<file path="src/hw/rtl/baro_temp_pressure_compensate_assert.svh">
// assertion macros shared by the compensation block
`ifndef BARO_TEMP_PRESSURE_COMPENSATE_ASSERT_SVH
`define BARO_TEMP_PRESSURE_COMPENSATE_ASSERT_SVH

// same-cycle implication, checked outside reset
`define BTPC_ASSERT_IMPL(label, ante, cons) \
  label: assert property (@(posedge clk) disable iff (rst) (ante) |-> (cons)) \
    else $error("btpc assertion failed");

// next-cycle implication, checked outside reset
`define BTPC_ASSERT_NEXT(label, ante, cons) \
  label: assert property (@(posedge clk) disable iff (rst) (ante) |=> (cons)) \
    else $error("btpc assertion failed");

`endif

</file>
<file path="src/hw/rtl/btpc_pkg.sv">
`timescale 1ns / 1ps
package btpc_pkg;

  localparam int DATA_W = 32;
  localparam int CAL_W  = 16;
  localparam int RAW_W  = 24;

  // register indexes of the configuration port
  localparam logic [2:0] REG_CAL_AC = 3'd0;
  localparam logic [2:0] REG_CAL_AC456 = 3'd1;
  localparam logic [2:0] REG_CAL_B = 3'd2;
  localparam logic [2:0] REG_CAL_M = 3'd3;
  localparam logic [2:0] REG_OSS = 3'd4;

  localparam logic [0:0] OP_TEMP  = 1'b0;
  localparam logic [0:0] OP_PRESS = 1'b1;

  // datasheet constants
  localparam logic signed [31:0] B6_OFFSET = 32'sd4000;
  localparam logic signed [31:0] K_SQ      = 32'sd3038;
  localparam logic signed [31:0] K_LIN     = -32'sd7357;
  localparam logic signed [31:0] K_OFS     = 32'sd3791;
  localparam logic [31:0]        K_B7      = 32'd50000;
  localparam logic [31:0]        K_B4_OFS  = 32'd32768;

  typedef enum logic [4:0] {
    ST_IDLE,
    ST_T_X1,
    ST_T_DEN,
    ST_T_CHK,
    ST_T_DIVGO,
    ST_T_DIVW,
    ST_T_FIN,
    ST_P_B6,
    ST_P_SQ,
    ST_P_X1,
    ST_P_X2,
    ST_P_B3,
    ST_P_X1B,
    ST_P_X2B,
    ST_P_X3,
    ST_P_B4,
    ST_P_B7,
    ST_P_CHK,
    ST_P_DIVGO,
    ST_P_DIVW,
    ST_P_Q,
    ST_P_SQ2,
    ST_P_M1,
    ST_P_M2,
    ST_P_FIN,
    ST_ERR
  } state_t;

  typedef struct packed {
    logic signed [15:0] ac1;
    logic signed [15:0] ac2;
    logic signed [15:0] ac3;
    logic [15:0]        ac4;
    logic [15:0]        ac5;
    logic [15:0]        ac6;
    logic signed [15:0] b1;
    logic signed [15:0] b2;
    logic signed [15:0] mc;
    logic signed [15:0] md;
    logic [1:0]         oss;
  } cfg_t;

  typedef struct packed {
    state_t step;
    logic   load_in;
    logic   div_start;
    logic   write_out;
    logic   write_err;
  } cmd_t;

  typedef struct packed {
    logic den_zero;
    logic b4_zero;
    logic div_done;
    logic div_busy;
    logic out_free;
  } status_t;

  // signed divide by 2^k, truncating toward zero
  function automatic logic signed [31:0] sdiv_pow2(input logic signed [31:0] a,
                                                   input int k);
    logic signed [31:0] bias;
    bias = (32'sd1 <<< k) - 32'sd1;
    if (a[31]) return (a + bias) >>> k;
    else       return a >>> k;
  endfunction

endpackage

</file>
<file path="src/hw/rtl/btpc_stream_if.sv">
`timescale 1ns / 1ps
// input item channel
interface btpc_in_if;
  logic        valid;
  logic        ready;
  logic        operation;
  logic [23:0] raw_value;
  modport source (output valid, output operation, output raw_value, input ready);
  modport sink (input valid, input operation, input raw_value, output ready);
endinterface

// result item channel
interface btpc_out_if;
  logic               valid;
  logic               ready;
  logic signed [31:0] value;
  logic               div_error;
  modport source (output valid, output value, output div_error, input ready);
  modport sink (input valid, input value, input div_error, output ready);
endinterface

</file>
<file path="src/hw/rtl/btpc_divider.sv">
`timescale 1ns / 1ps
module btpc_divider (
  input  logic        clk,
  input  logic        rst,
  input  logic        start,
  input  logic [31:0] dividend,
  input  logic [31:0] divisor,
  output logic        busy,
  output logic        done,
  output logic [31:0] quotient
);
  import btpc_pkg::*;

  logic [32:0] rem;
  logic [31:0] dvs;
  logic [4:0]  cnt;
  logic [32:0] rem_sh;
  logic [33:0] diff;

  // one restoring step per cycle, borrow taken from an extra bit
  assign rem_sh = {rem[31:0], quotient[31]};
  assign diff   = {1'b0, rem_sh} - {2'b00, dvs};

  always_ff @(posedge clk) begin
    if (rst) begin
      busy <= 1'b0;
      done <= 1'b0;
      cnt  <= '0;
    end else begin
      done <= 1'b0;
      if (start) begin
        busy <= 1'b1;
        cnt  <= '0;
      end else if (busy) begin
        cnt <= cnt + 5'd1;
        if (cnt == 5'd31) begin
          busy <= 1'b0;
          done <= 1'b1;
        end
      end
    end
  end

  // datapath of the divider
  always_ff @(posedge clk) begin
    if (start) begin
      rem      <= '0;
      dvs      <= divisor;
      quotient <= dividend;
    end else if (busy) begin
      if (!diff[33]) begin
        rem      <= diff[32:0];
        quotient <= {quotient[30:0], 1'b1};
      end else begin
        rem      <= rem_sh;
        quotient <= {quotient[30:0], 1'b0};
      end
    end
  end

endmodule

</file>
<file path="src/hw/rtl/btpc_datapath.sv">
`timescale 1ns / 1ps
module btpc_datapath (
  input  logic              clk,
  input  logic              rst,
  input  btpc_pkg::cfg_t    cfg,
  input  btpc_pkg::cmd_t    cmd,
  output btpc_pkg::status_t status,
  input  logic [23:0]       raw_value,
  btpc_out_if.source        out_ch
);
  import btpc_pkg::*;

  logic signed [31:0] b5, b6, sq, x1, x2, b3, x3, p, den, up;
  logic [31:0]        b4, b7;
  logic [23:0]        raw;
  logic               neg;
  logic signed [31:0] mul_a, mul_b;
  logic signed [63:0] prod;
  logic signed [31:0] prod_lo;
  logic               div_busy, div_done;
  logic [31:0]        div_q, div_a, div_b;
  logic signed [31:0] num, q_s, b5_new, p_new, b3_sum;
  logic [31:0]        q_u;
  logic               out_valid;

  // operand select for the shared multiplier
  always_comb begin
    mul_a = b6;
    mul_b = b6;
    unique case (cmd.step)
      ST_T_X1: begin
        mul_a = $signed({16'd0, raw[15:0]}) - $signed({16'd0, cfg.ac6});
        mul_b = $signed({16'd0, cfg.ac5});
      end
      ST_P_X1:  begin mul_a = 32'(cfg.b2);  mul_b = sq; end
      ST_P_X2:  begin mul_a = 32'(cfg.ac2); mul_b = b6; end
      ST_P_X1B: begin mul_a = 32'(cfg.ac3); mul_b = b6; end
      ST_P_X2B: begin mul_a = 32'(cfg.b1);  mul_b = sq; end
      ST_P_B4: begin
        mul_a = $signed({16'd0, cfg.ac4});
        mul_b = x3 + $signed(K_B4_OFS);
      end
      ST_P_B7: begin
        mul_a = up - b3;
        mul_b = $signed(K_B7 >> cfg.oss);
      end
      ST_P_SQ2: begin mul_a = x1;    mul_b = x1; end
      ST_P_M1:  begin mul_a = x1;    mul_b = K_SQ; end
      ST_P_M2:  begin mul_a = K_LIN; mul_b = p; end
      default:  begin mul_a = b6;    mul_b = b6; end
    endcase
  end

  assign prod    = mul_a * mul_b;
  assign prod_lo = prod[31:0];

  // divider operands: signed magnitudes for temperature, unsigned for pressure
  assign num = 32'(cfg.mc) <<< 11;
  always_comb begin
    if (cmd.step == ST_T_DIVGO) begin
      div_a = num[31] ? 32'(-num) : 32'(num);
      div_b = den[31] ? 32'(-den) : 32'(den);
    end else begin
      div_a = b7[31] ? b7 : {b7[30:0], 1'b0};
      div_b = b4;
    end
  end

  btpc_divider u_div (
    .clk      (clk),
    .rst      (rst),
    .start    (cmd.div_start),
    .dividend (div_a),
    .divisor  (div_b),
    .busy     (div_busy),
    .done     (div_done),
    .quotient (div_q)
  );

  assign q_s    = neg ? $signed(-div_q) : $signed(div_q);
  assign b5_new = x1 + q_s;
  assign q_u    = b7[31] ? {div_q[30:0], 1'b0} : div_q;
  assign p_new  = $signed(q_u);
  assign b3_sum = ((($signed(32'(cfg.ac1)) <<< 2) + x1 + x2) << cfg.oss) + 32'sd2;

  // stored temperature intermediate
  always_ff @(posedge clk) begin
    if (rst) begin
      b5 <= '0;
    end else if (cmd.step == ST_T_FIN) begin
      b5 <= b5_new;
    end
  end

  // working registers, one step per state
  always_ff @(posedge clk) begin
    if (cmd.load_in) raw <= raw_value;
    unique case (cmd.step)
      ST_T_X1:    x1 <= sdiv_pow2(prod_lo, 15);
      ST_T_DEN:   den <= x1 + 32'(cfg.md);
      ST_T_DIVGO: neg <= cfg.mc[15] ^ den[31];
      ST_P_B6: begin
        b6 <= b5 - B6_OFFSET;
        up <= $signed({8'd0, raw} >> (4'd8 - {2'd0, cfg.oss}));
      end
      ST_P_SQ:  sq <= sdiv_pow2(prod_lo, 12);
      ST_P_X1:  x1 <= sdiv_pow2(prod_lo, 11);
      ST_P_X2:  x2 <= sdiv_pow2(prod_lo, 11);
      ST_P_B3:  b3 <= sdiv_pow2(b3_sum, 2);
      ST_P_X1B: x1 <= sdiv_pow2(prod_lo, 13);
      ST_P_X2B: x2 <= sdiv_pow2(prod_lo, 16);
      ST_P_X3:  x3 <= sdiv_pow2(x1 + x2 + 32'sd2, 2);
      ST_P_B4:  b4 <= 32'(prod_lo) >> 15;
      ST_P_B7:  b7 <= prod_lo;
      ST_P_Q: begin
        p  <= p_new;
        x1 <= sdiv_pow2(p_new, 8);
      end
      ST_P_SQ2: x1 <= prod_lo;
      ST_P_M1:  x1 <= sdiv_pow2(prod_lo, 16);
      ST_P_M2:  x2 <= sdiv_pow2(prod_lo, 16);
      default: ;
    endcase
  end

  // result register
  always_ff @(posedge clk) begin
    if (rst) begin
      out_valid <= 1'b0;
    end else if (cmd.write_out) begin
      out_valid <= 1'b1;
    end else if (out_ch.ready) begin
      out_valid <= 1'b0;
    end
  end

  always_ff @(posedge clk) begin
    if (cmd.write_out) begin
      out_ch.div_error <= cmd.write_err;
      if (cmd.write_err) begin
        out_ch.value <= '0;
      end else if (cmd.step == ST_T_FIN) begin
        out_ch.value <= sdiv_pow2(b5_new + 32'sd8, 4);
      end else begin
        out_ch.value <= p + sdiv_pow2(x1 + x2 + K_OFS, 4);
      end
    end
  end

  assign out_ch.valid     = out_valid;
  assign status.den_zero  = (den == '0);
  assign status.b4_zero   = (b4 == '0);
  assign status.div_done  = div_done;
  assign status.div_busy  = div_busy;
  assign status.out_free  = !out_valid || out_ch.ready;

endmodule

</file>
<file path="src/hw/rtl/btpc_ctrl.sv">
`timescale 1ns / 1ps
`include "baro_temp_pressure_compensate_assert.svh"
module btpc_ctrl (
  input  logic              clk,
  input  logic              rst,
  input  logic              in_valid,
  input  logic              in_op,
  output logic              in_ready,
  input  btpc_pkg::status_t status,
  output btpc_pkg::cmd_t    cmd
);
  import btpc_pkg::*;

  state_t state, state_next;

  always_ff @(posedge clk) begin
    if (rst) state <= ST_IDLE;
    else     state <= state_next;
  end

  // next state
  always_comb begin
    state_next = state;
    unique case (state)
      ST_IDLE: if (in_valid) state_next = (in_op == OP_PRESS) ? ST_P_B6 : ST_T_X1;
      ST_T_X1:    state_next = ST_T_DEN;
      ST_T_DEN:   state_next = ST_T_CHK;
      ST_T_CHK:   state_next = status.den_zero ? ST_ERR : ST_T_DIVGO;
      ST_T_DIVGO: state_next = ST_T_DIVW;
      ST_T_DIVW:  if (status.div_done) state_next = ST_T_FIN;
      ST_T_FIN:   if (status.out_free) state_next = ST_IDLE;
      ST_P_B6:    state_next = ST_P_SQ;
      ST_P_SQ:    state_next = ST_P_X1;
      ST_P_X1:    state_next = ST_P_X2;
      ST_P_X2:    state_next = ST_P_B3;
      ST_P_B3:    state_next = ST_P_X1B;
      ST_P_X1B:   state_next = ST_P_X2B;
      ST_P_X2B:   state_next = ST_P_X3;
      ST_P_X3:    state_next = ST_P_B4;
      ST_P_B4:    state_next = ST_P_B7;
      ST_P_B7:    state_next = ST_P_CHK;
      ST_P_CHK:   state_next = status.b4_zero ? ST_ERR : ST_P_DIVGO;
      ST_P_DIVGO: state_next = ST_P_DIVW;
      ST_P_DIVW:  if (status.div_done) state_next = ST_P_Q;
      ST_P_Q:     state_next = ST_P_SQ2;
      ST_P_SQ2:   state_next = ST_P_M1;
      ST_P_M1:    state_next = ST_P_M2;
      ST_P_M2:    state_next = ST_P_FIN;
      ST_P_FIN:   if (status.out_free) state_next = ST_IDLE;
      ST_ERR:     if (status.out_free) state_next = ST_IDLE;
      default:    state_next = ST_IDLE;
    endcase
  end

  // commands to the datapath
  always_comb begin
    cmd           = '0;
    cmd.step      = state;
    cmd.load_in   = (state == ST_IDLE) && in_valid;
    cmd.div_start = (state == ST_T_DIVGO) || (state == ST_P_DIVGO);
    cmd.write_out = ((state == ST_T_FIN) || (state == ST_P_FIN) || (state == ST_ERR))
                    && status.out_free;
    cmd.write_err = (state == ST_ERR);
  end

  assign in_ready = (state == ST_IDLE);

  `BTPC_ASSERT_IMPL(a_start_idle_div, cmd.div_start, !status.div_busy)
  `BTPC_ASSERT_IMPL(a_done_when_waiting, status.div_done,
                    state == ST_T_DIVW || state == ST_P_DIVW)
  `BTPC_ASSERT_NEXT(a_transfer_leaves_idle, in_valid && in_ready, state != ST_IDLE)

endmodule

</file>
<file path="src/hw/rtl/baro_temp_pressure_compensate.sv">
`timescale 1ns / 1ps
// Barometric temperature and pressure compensation in the datasheet integer
// form. Program the four calibration registers and the oversampling setting
// over the APB port (64-bit registers at byte address 8*i), then send items:
// operation 0 takes a raw temperature and stores B5, operation 1 takes a raw
// 24-bit pressure and uses the last stored B5. One item is worked at a time;
// the next input is taken only once the result has been written to the
// output register, which waits until the sink has taken the previous result.
// The items are stepped by the sequencer through one shared 32x32 multiplier
// and a bit-serial divider. A zero divisor returns 0 with div_error set.
module baro_temp_pressure_compensate (
  input  logic        clk,
  input  logic        rst,
  btpc_in_if.sink     in_ch,
  btpc_out_if.source  out_ch,
  input  logic        psel,
  input  logic        penable,
  input  logic        pwrite,
  input  logic [5:0]  paddr,
  input  logic [63:0] pwdata,
  output logic [63:0] prdata,
  output logic        pready
);
  import btpc_pkg::*;

  logic [47:0] cal_ac, cal_ac456, cal_b;
  logic [31:0] cal_m;
  logic [1:0]  oss;
  logic        wr_en;
  logic [2:0]  reg_idx;
  cfg_t        cfg;
  cmd_t        cmd;
  status_t     status;
  logic        in_ready;

  assign pready  = 1'b1;
  assign wr_en   = psel && penable && pwrite;
  assign reg_idx = paddr[5:3];

  // configuration registers
  always_ff @(posedge clk) begin
    if (rst) begin
      cal_ac    <= '0;
      cal_ac456 <= '0;
      cal_b     <= '0;
      cal_m     <= '0;
      oss       <= '0;
    end else if (wr_en) begin
      unique case (reg_idx)
        REG_CAL_AC:    cal_ac    <= pwdata[47:0];
        REG_CAL_AC456: cal_ac456 <= pwdata[47:0];
        REG_CAL_B:     cal_b     <= pwdata[47:0];
        REG_CAL_M:     cal_m     <= pwdata[31:0];
        REG_OSS:       oss       <= pwdata[1:0];
        default: ;
      endcase
    end
  end

  // register readback
  always_comb begin
    unique case (reg_idx)
      REG_CAL_AC:    prdata = {16'd0, cal_ac};
      REG_CAL_AC456: prdata = {16'd0, cal_ac456};
      REG_CAL_B:     prdata = {16'd0, cal_b};
      REG_CAL_M:     prdata = {32'd0, cal_m};
      REG_OSS:       prdata = {62'd0, oss};
      default:       prdata = '0;
    endcase
  end

  // unpack calibration words
  assign cfg.ac1 = cal_ac[15:0];
  assign cfg.ac2 = cal_ac[31:16];
  assign cfg.ac3 = cal_ac[47:32];
  assign cfg.ac4 = cal_ac456[15:0];
  assign cfg.ac5 = cal_ac456[31:16];
  assign cfg.ac6 = cal_ac456[47:32];
  assign cfg.b1  = cal_b[15:0];
  assign cfg.b2  = cal_b[31:16];
  assign cfg.mc  = cal_m[15:0];
  assign cfg.md  = cal_m[31:16];
  assign cfg.oss = oss;

  assign in_ch.ready = in_ready;

  btpc_ctrl u_ctrl (
    .clk      (clk),
    .rst      (rst),
    .in_valid (in_ch.valid),
    .in_op    (in_ch.operation),
    .in_ready (in_ready),
    .status   (status),
    .cmd      (cmd)
  );

  btpc_datapath u_dp (
    .clk       (clk),
    .rst       (rst),
    .cfg       (cfg),
    .cmd       (cmd),
    .status    (status),
    .raw_value (in_ch.raw_value),
    .out_ch    (out_ch)
  );

endmodule
</file>
<file path="src/flat_wrapper.sv">
// flat-port wrapper written by rule: the top's interface ports become plain ports
module baro_temp_pressure_compensate_flat import btpc_pkg::*;
  (clk, rst, psel, penable, pwrite, paddr, pwdata, prdata, pready, in_ch_valid, in_ch_operation, in_ch_raw_value, in_ch_ready, out_ch_valid, out_ch_value, out_ch_div_error, out_ch_ready);
  btpc_in_if in_ch_i ();
  btpc_out_if out_ch_i ();
  input  logic clk;
  input  logic rst;
  input  logic psel;
  input  logic penable;
  input  logic pwrite;
  input  logic [5:0] paddr;
  input  logic [63:0] pwdata;
  output logic [63:0] prdata;
  output logic pready;
  input wire logic [$bits(in_ch_i.valid)-1:0] in_ch_valid;
  input wire logic [$bits(in_ch_i.operation)-1:0] in_ch_operation;
  input wire logic [$bits(in_ch_i.raw_value)-1:0] in_ch_raw_value;
  output wire logic [$bits(in_ch_i.ready)-1:0] in_ch_ready;
  output wire logic [$bits(out_ch_i.valid)-1:0] out_ch_valid;
  output wire logic [$bits(out_ch_i.value)-1:0] out_ch_value;
  output wire logic [$bits(out_ch_i.div_error)-1:0] out_ch_div_error;
  input wire logic [$bits(out_ch_i.ready)-1:0] out_ch_ready;
  assign in_ch_i.valid = in_ch_valid;
  assign in_ch_i.operation = in_ch_operation;
  assign in_ch_i.raw_value = in_ch_raw_value;
  assign in_ch_ready = in_ch_i.ready;
  assign out_ch_valid = out_ch_i.valid;
  assign out_ch_value = out_ch_i.value;
  assign out_ch_div_error = out_ch_i.div_error;
  assign out_ch_i.ready = out_ch_ready;
  baro_temp_pressure_compensate u_core (.clk(clk), .rst(rst), .in_ch(in_ch_i), .out_ch(out_ch_i), .psel(psel), .penable(penable), .pwrite(pwrite), .paddr(paddr), .pwdata(pwdata), .prdata(prdata), .pready(pready));
endmodule
</file>
<file path="config.mk">
export PLATFORM = sky130hd
export DESIGN_NAME = baro_temp_pressure_compensate_flat
export DESIGN_NICKNAME = d
export VERILOG_FILES = /design/src/hw/rtl/btpc_pkg.sv /design/src/hw/rtl/btpc_stream_if.sv /design/src/hw/rtl/btpc_divider.sv /design/src/hw/rtl/btpc_datapath.sv /design/src/hw/rtl/btpc_ctrl.sv /design/src/hw/rtl/baro_temp_pressure_compensate.sv /design/src/flat_wrapper.sv
export VERILOG_INCLUDE_DIRS = /design/src /design/src/hw/rtl
export SDC_FILE = /design/constraint.sdc
export NUM_CORES = 2
export LEC_CHECK = 0
export ABC_AREA = 1
export CORE_ASPECT_RATIO = 0.75
export CORE_MARGIN = 10
export CORE_UTILIZATION = 48
export DETAILED_ROUTE_END_ITERATION = 12
export DONT_BUFFER_PORTS = 1
export PLACE_DENSITY = 0.65
export REMOVE_ABC_BUFFERS = 1
export SETUP_SLACK_MARGIN = 0.2
export SLEW_MARGIN = 20
export SYNTH_ARGS = -nofsm -noshare
export SYNTH_HDL_FRONTEND = slang
export SYNTH_HIERARCHICAL = 1
export SYNTH_SLANG_ARGS = --single-unit
</file>
<file path="constraint.sdc">
create_clock -name clk -period 9.95 [get_ports clk]
set_clock_uncertainty 0.05 [all_clocks]
set_input_delay 0.4975 -clock clk [delete_from_list [all_inputs] [get_ports clk]]
set_output_delay 0.4975 -clock clk [all_outputs]
set_load 0.005 [all_outputs]
</file>
# Word-level counts from Yosys, hierarchy flattened
# Index checks and enable logic that the tools add are counted.
[totals]
ff_bits = 698
input_bits = 102
output_inout_bits = 100
elab_cells = 178
[op_classes]
add_sub_neg = 30
mul = 1
n_eq_ne = 34
n_shift = 3
mux = 44
bitwise = 2
n_reduce_logical = 30
[ops]
columns = ["operator", "n"]
rows = [
  ["32-bit 2-to-1 mux", 19],
  ["32-bit one-hot mux with 9 select lines", 1],
  ["48-bit one-hot mux with 5 select lines", 1],
  ["32-bit one-hot mux with 7 select lines", 1],
  ["32-bit one-hot mux with 6 select lines", 1],
  ["32-bit by 3-bit adder with 32-bit output, second input constant", 4],
  ["32-bit adder", 4],
  ["5-bit one-hot mux with 24 select lines", 1],
  ["32-bit by 5-bit adder with 32-bit output, second input constant", 3],
  ["32-bit by 13-bit adder with 32-bit output, second input constant", 2],
  ["32-bit zero test", 2],
  ["32-bit negation", 2],
  ["32-bit one-hot mux with 2 select lines", 1],
  ["29-bit 2-to-1 mux", 2],
  ["5-bit equality test, second input constant", 11],
  ["5-bit by 4-bit equality test with 1-bit output, second input constant", 8],
  ["33-bit by 32-bit subtractor with 34-bit output", 1],
  ["18-bit by 32-bit adder with 32-bit output", 1],
  ["32-bit by 12-bit adder with 32-bit output, second input constant", 1],
  ["32-bit by 14-bit adder with 32-bit output, second input constant", 1],
  ["32-bit by 16-bit adder with 32-bit output", 1],
  ["32-bit by 16-bit adder with 32-bit output, second input constant", 1],
  ["32-bit by 17-bit adder with 32-bit output, second input constant", 1],
  ["32-bit by 9-bit adder with 32-bit output, second input constant", 1],
  ["other kinds (39)", 73],
]

# Depth between registers and ports, before layout
[depth]
ltp_word = 9
ltp_mapped = 58
depth_no_buf = 57

# Hierarchy
# The synthesis kept the hierarchy.
[by_module_without_submodules]
columns = ["mod", "instances", "cells_each", "area_per_inst_um2", "seq_area_each_um2"]
rows = [
  ["btpc_datapath", 1, 8500, 58315.9, 11471.0],
  ["baro_temp_pressure_compensate", 1, 1395, 8634.5, 3563.4],
  ["btpc_divider", 1, 992, 6865.3, 2702.6],
  ["btpc_ctrl", 1, 117, 624.3, 100.1],
]

# Least setup slack after synthesis
# No wires, ideal clock.
[synth_timing]
kind = "reg-to-reg"
startpoint = "register u_core.oss[0]"
endpoint = "register u_core.u_dp.x1[21], data pin"
setup_time_ns = 0.265
t_arrival_ns = 10.615
required_ns = 9.635
path_slack_ns = -0.980
path_stages_with_launch = 45
path_buffers = 9
period_less_slack_ns = 10.930
cell_sequence = "dfxtp_1 buf_2 inv_2 clkbuf_1 clkbuf_1 clkbuf_1 clkbuf_1 buf_1 ha_1 clkbuf_1 clkinv_1 nor2_1 a21oi_1 nand4_1 nand2_1 clkbuf_1 nor2_1 fa_1 [9 not listed] fa_1 inv_1 ha_1 a21oi_1 o21ai_0 inv_1 nor3_1 a2111oi_0 nand3_1 a21oi_1 o21ai_0 xor2_1 clkinv_1 nor3_1 nand2_1 o211ai_1 buf_2 nand3_1"
[synth_via]
elab_chain_cells = 6
word_cells_on_any_way = 12
cone_classes = "add/sub: 4; mul: 1; shift: 1; mux: 6"
[synth_lines]
columns = ["element", "line_no", "text"]
rows = [
  ["start, declared", "baro_temp_pressure_compensate.sv:28", "logic [1:0] oss;"],
  ["start signal, assigned", "baro_temp_pressure_compensate.sv:54", "REG_OSS: oss <= pwdata[1:0];"],
  ["16-bit by 2-bit >> shifter with 32-bit output (*)", "btpc_datapath.sv:45", "mul_b = $signed(K_B7 >> cfg.oss);"],
  ["32-bit one-hot mux with 7 select lines (*)", "btpc_datapath.sv:30", "unique case (cmd.step)"],
  ["32-bit by 32-bit multiplier with 32-bit output (*)", "btpc_datapath.sv:54", "assign prod = mul_a * mul_b;"],
  ["named net u_core.u_dp.prod[30]", "btpc_datapath.sv:18", "logic signed [63:0] prod;"],
  ["32-bit by 17-bit adder with 32-bit output (tied with other cells)", "btpc_pkg.sv:90", "if (a[31]) return (a + bias) >>> k;"],
  ["32-bit 2-to-1 mux", "btpc_pkg.sv:90", ""],
  ["32-bit one-hot mux with 6 select lines (*)", "btpc_datapath.sv:98", "unique case (cmd.step)"],
  ["end signal, assigned", "btpc_datapath.sv:99", "ST_T_X1: x1 <= sdiv_pow2(prod_lo, 15);"],
  ["end signal, assigned", "btpc_datapath.sv:107", "ST_P_X1: x1 <= sdiv_pow2(prod_lo, 11);"],
  ["end signal, assigned", "btpc_datapath.sv:110", "ST_P_X1B: x1 <= sdiv_pow2(prod_lo, 13);"],
  ["end, declared", "btpc_datapath.sv:13", "logic signed [31:0] b5, b6, sq, x1, x2, b3, x3, p, den, up;"],
]
# The timed path passes the listed nets; every way through them passes the cells marked *.
# A chain may end at the register's enable or synchronous reset.

# Final worst setup path
[layout_timing]
startpoint = "register u_core.u_dp.raw[4]"
endpoint = "register u_core.u_dp.x1[28], data pin"
[layout_via]
elab_chain_cells = 6
word_cells_on_any_way = 12
cone_classes = "add/sub: 5; mul: 1; mux: 6"
[layout_lines]
columns = ["element", "line_no", "text"]
rows = [
  ["start, declared", "btpc_datapath.sv:15", "logic [23:0] raw;"],
  ["start signal, assigned", "btpc_datapath.sv:97", "if (cmd.load_in) raw <= raw_value;"],
  ["16-bit by 16-bit subtractor with 17-bit output (*)", "btpc_datapath.sv:32", "mul_a = $signed({16'd0, raw[15:0]}) - $signed({16'd0, cfg.ac6});"],
  ["32-bit one-hot mux with 9 select lines (*)", "btpc_datapath.sv:30", ""],
  ["32-bit by 32-bit multiplier with 32-bit output (*)", "btpc_datapath.sv:54", ""],
  ["named net u_core.u_dp.prod[24]", "btpc_datapath.sv:18", ""],
  ["32-bit by 17-bit adder with 32-bit output (tied with other cells)", "btpc_pkg.sv:90", ""],
  ["32-bit 2-to-1 mux", "btpc_pkg.sv:90", ""],
  ["32-bit one-hot mux with 6 select lines (*)", "btpc_datapath.sv:98", ""],
]
# Marked as above.

==> flow_metrics.env <==
export IMPL_status="finished, final reports clean"
export IMPL_avgViaCountPerCell=5.77
export IMPL_portBuffers=0
export IMPL_drt_pre_antenna_iters=6
export IMPL_worst_tran_pin_value_ps=1200
export IMPL_global_route_usage_met1_pct=55.8
export IMPL_synthesis_yosys_warnings=6
export IMPL_floorplan_die_height_um=361
export IMPL_nNetsFinal=12888
export IMPL_timing_hold_violations_final=0
export IMPL_timing_max_cap_violations=0
export IMPL_final_fill_count=14425
export IMPL_grtUsageMet3_pct=12.7
export IMPL_ctsRootBufferMaster="sky130_fd_sc_hd__clkbuf_16"
export IMPL_cts_buffers=78
export IMPL_design_die_area_um2=171000
export IMPL_antenna_found_initial=23
export IMPL_num_rows=125
export IMPL_gp_congestion=1.10
export IMPL_fp_coreArea_um2=155000
export IMPL_final_min_period_over_clock_period_pct=99.7
export IMPL_sequential_cell_area_um2=17900
export IMPL_via_count=81108
export IMPL_maxSlewHeadroom_pct=19.8
export IMPL_detail_route_iter0_violations=10626
export IMPL_required_ps=10350
export IMPL_detail_route_drc_violations=0
export IMPL_critical_path_slowest_cell="sky130_fd_sc_hd__fa_1"
export IMPL_worst_setup_hold_path_clk_slew_ps=70
export IMPL_io_pin_count=202
export IMPL_slew_violations=0
export IMPL_htreeDepth=3
export IMPL_wirelength_um=350000
export IMPL_max_clk_rate_mhz=101
export IMPL_routed_len_inst_um=24.9
export IMPL_cts_path_max_buffers=3
export IMPL_cts_sinks=679
export IMPL_critical_path_max_stage_delay_ps=550
export IMPL_multi_input_area_um2=51400
export IMPL_effective_utilization_at_floorplan_pct=48.2
export IMPL_grt_ovfl_total=0
export IMPL_wire_length_of_the_first_global_routing_pass_um=500000
export IMPL_final_period_minus_worst_setup_slack_ps=9920
export IMPL_die_width_um=475
export IMPL_rsz0062_at_grt="true"
export IMPL_grt_busiest_layer="met1"
export IMPL_worstPathMaxFanout=5
export IMPL_cts_tree="done"
export IMPL_setup_worst_path_class="register to register"
export IMPL_critPathArrivalTime_ps=10320
export IMPL_r2r_setup_slack_ps=30
export IMPL_fraction_of_layout_instances_using_a_drive_strength_above_1_pct=17.2
export IMPL_global_route_usage_over_all_layers_pct=39.1
export IMPL_syn_to_final_growth_pct=23.1
export IMPL_fin_setup_tns_ps=0
export IMPL_syn_cell_area_um2=74400
export IMPL_timing_hold_worst_class="primary input to register"
export IMPL_finalSetupViolations=0
export IMPL_count_of_nets_left_with_antenna_violations_after_detail_routing=0
export IMPL_dp_hpwl_um=283000
export IMPL_grt_met2_usage_pct=53.4
export IMPL_synth_cells=11003
export IMPL_insertion_delay_ps=730
export IMPL_crit_path_start_kind="register"
export IMPL_grt_pass1_vias=74259
export IMPL_crit_path_capture_type="register"
export IMPL_grt_start_max_net_pins=101
export IMPL_syn_mean_instance_area_um2=6.76
cell type report:
type	count	area share [%]
clock buffers	100	2.37
multi-input cells	8218	56.1
repair buffers	1181	11.3
inverters	1782	7.39
flip-flops and latches	679	19.5
diodes	18	0.0492
clock inverters	42	0.599
well taps	2032	2.77
placed cells by master (no fill, tap or decap), drive strengths merged, types with 138 or more instances in the layout:
cell    count
ha        401
buf      1130
o21ai     402
nor3      138
a21oi     484
xor2      306
dfxtp     255
nand4     198
edfxtp    424
nand3     920
inv      1780
fa        445
nor2     1480
nand2    2933
worst max-delay path, delay by kind of cell, from the launching register on:
family	cells	cell delay (ps)
buffers and inverters	13	1410
adder cells (fa/ha/maj)	10	4190
AO/OA/AOI/OAI	8	1430
flip-flops	1	440
AND/OR/NAND/NOR	19	2080
path summary, 6_finish.rpt:
check,from,endpoint,depth (start not counted)
max reg2reg,u_core/u_dp/raw[4]$_DFFE_PP_,u_core/u_dp/x1[28]$_DFFE_PP_,50
min reg2reg,u_core/u_dp/b5[4]$_SDFFE_PP0P_,u_core/u_dp/b6[4]$_DFFE_PN_,0
max,u_core/u_dp/raw[4]$_DFFE_PP_,u_core/u_dp/x1[28]$_DFFE_PP_,50
min,pwdata[10],u_core/cal_m[10]$_SDFFE_PP0P_,4
per-stage QoR:
stage          util [%]  instance area (µm²)  setup WS, ps  std cells  hold slack [ps]
6_report           59.3                91600          30.0      14052             29.3
3_5_place_dp       54.2                83700          -637      13706              371
4_1_cts            57.5                88900           120      13956            0.454
5_1_grt            59.3                91600          -285      14038             38.6
2_1_floorplan         -                72800         -1710      10678              359
3_3_place_gp       54.2                83700          -649      13706              371
flip-flops by register name, indices dropped and copies added (netlist names), 24 cells and up:
signal                      flops
u_core/cal_ac456               48
u_core/u_dp/p                  32
u_core/cal_b                   48
u_core/u_dp/raw                24
u_core/u_dp/b7                 32
u_core/u_dp/x1                 32
u_core/u_dp/up                 24
u_core/cal_ac                  48
u_core/u_dp/out_ch.value       32
u_core/u_dp/u_div/rem          32
u_core/u_dp/x3                 30
u_core/u_dp/b6                 32
u_core/u_dp/den                32
u_core/u_dp/u_div/quotient     32
u_core/cal_m                   32
u_core/u_dp/u_div/dvs          32
u_core/u_dp/b3                 30
u_core/u_dp/b5                 32
per-layer routing:
| metal | part of all wire, % | vias up |
|---|---|---|
| li1 | - | 36781 |
| met1 | 42 | 38625 |
| met2 | 39 | 4959 |
| met3 | 14 | 735 |
| met4 | 5.3 | 8 |
| met5 | 0.17 | - |
repair_timing:
item | in CTS | in global routing
gates cloned | 5 | 7
pin swaps | 115 | 228
buffers inserted | 57 | 71
endpoints found under the hold margin | 108 | 0
endpoints found under the setup margin | 75 | 77
hold buffers | 46 | 0
resized for setup | 369 | 509
Power is not shown: default switching activity piles up to over one toggle a cycle in this logic, so the estimate is an artifact.
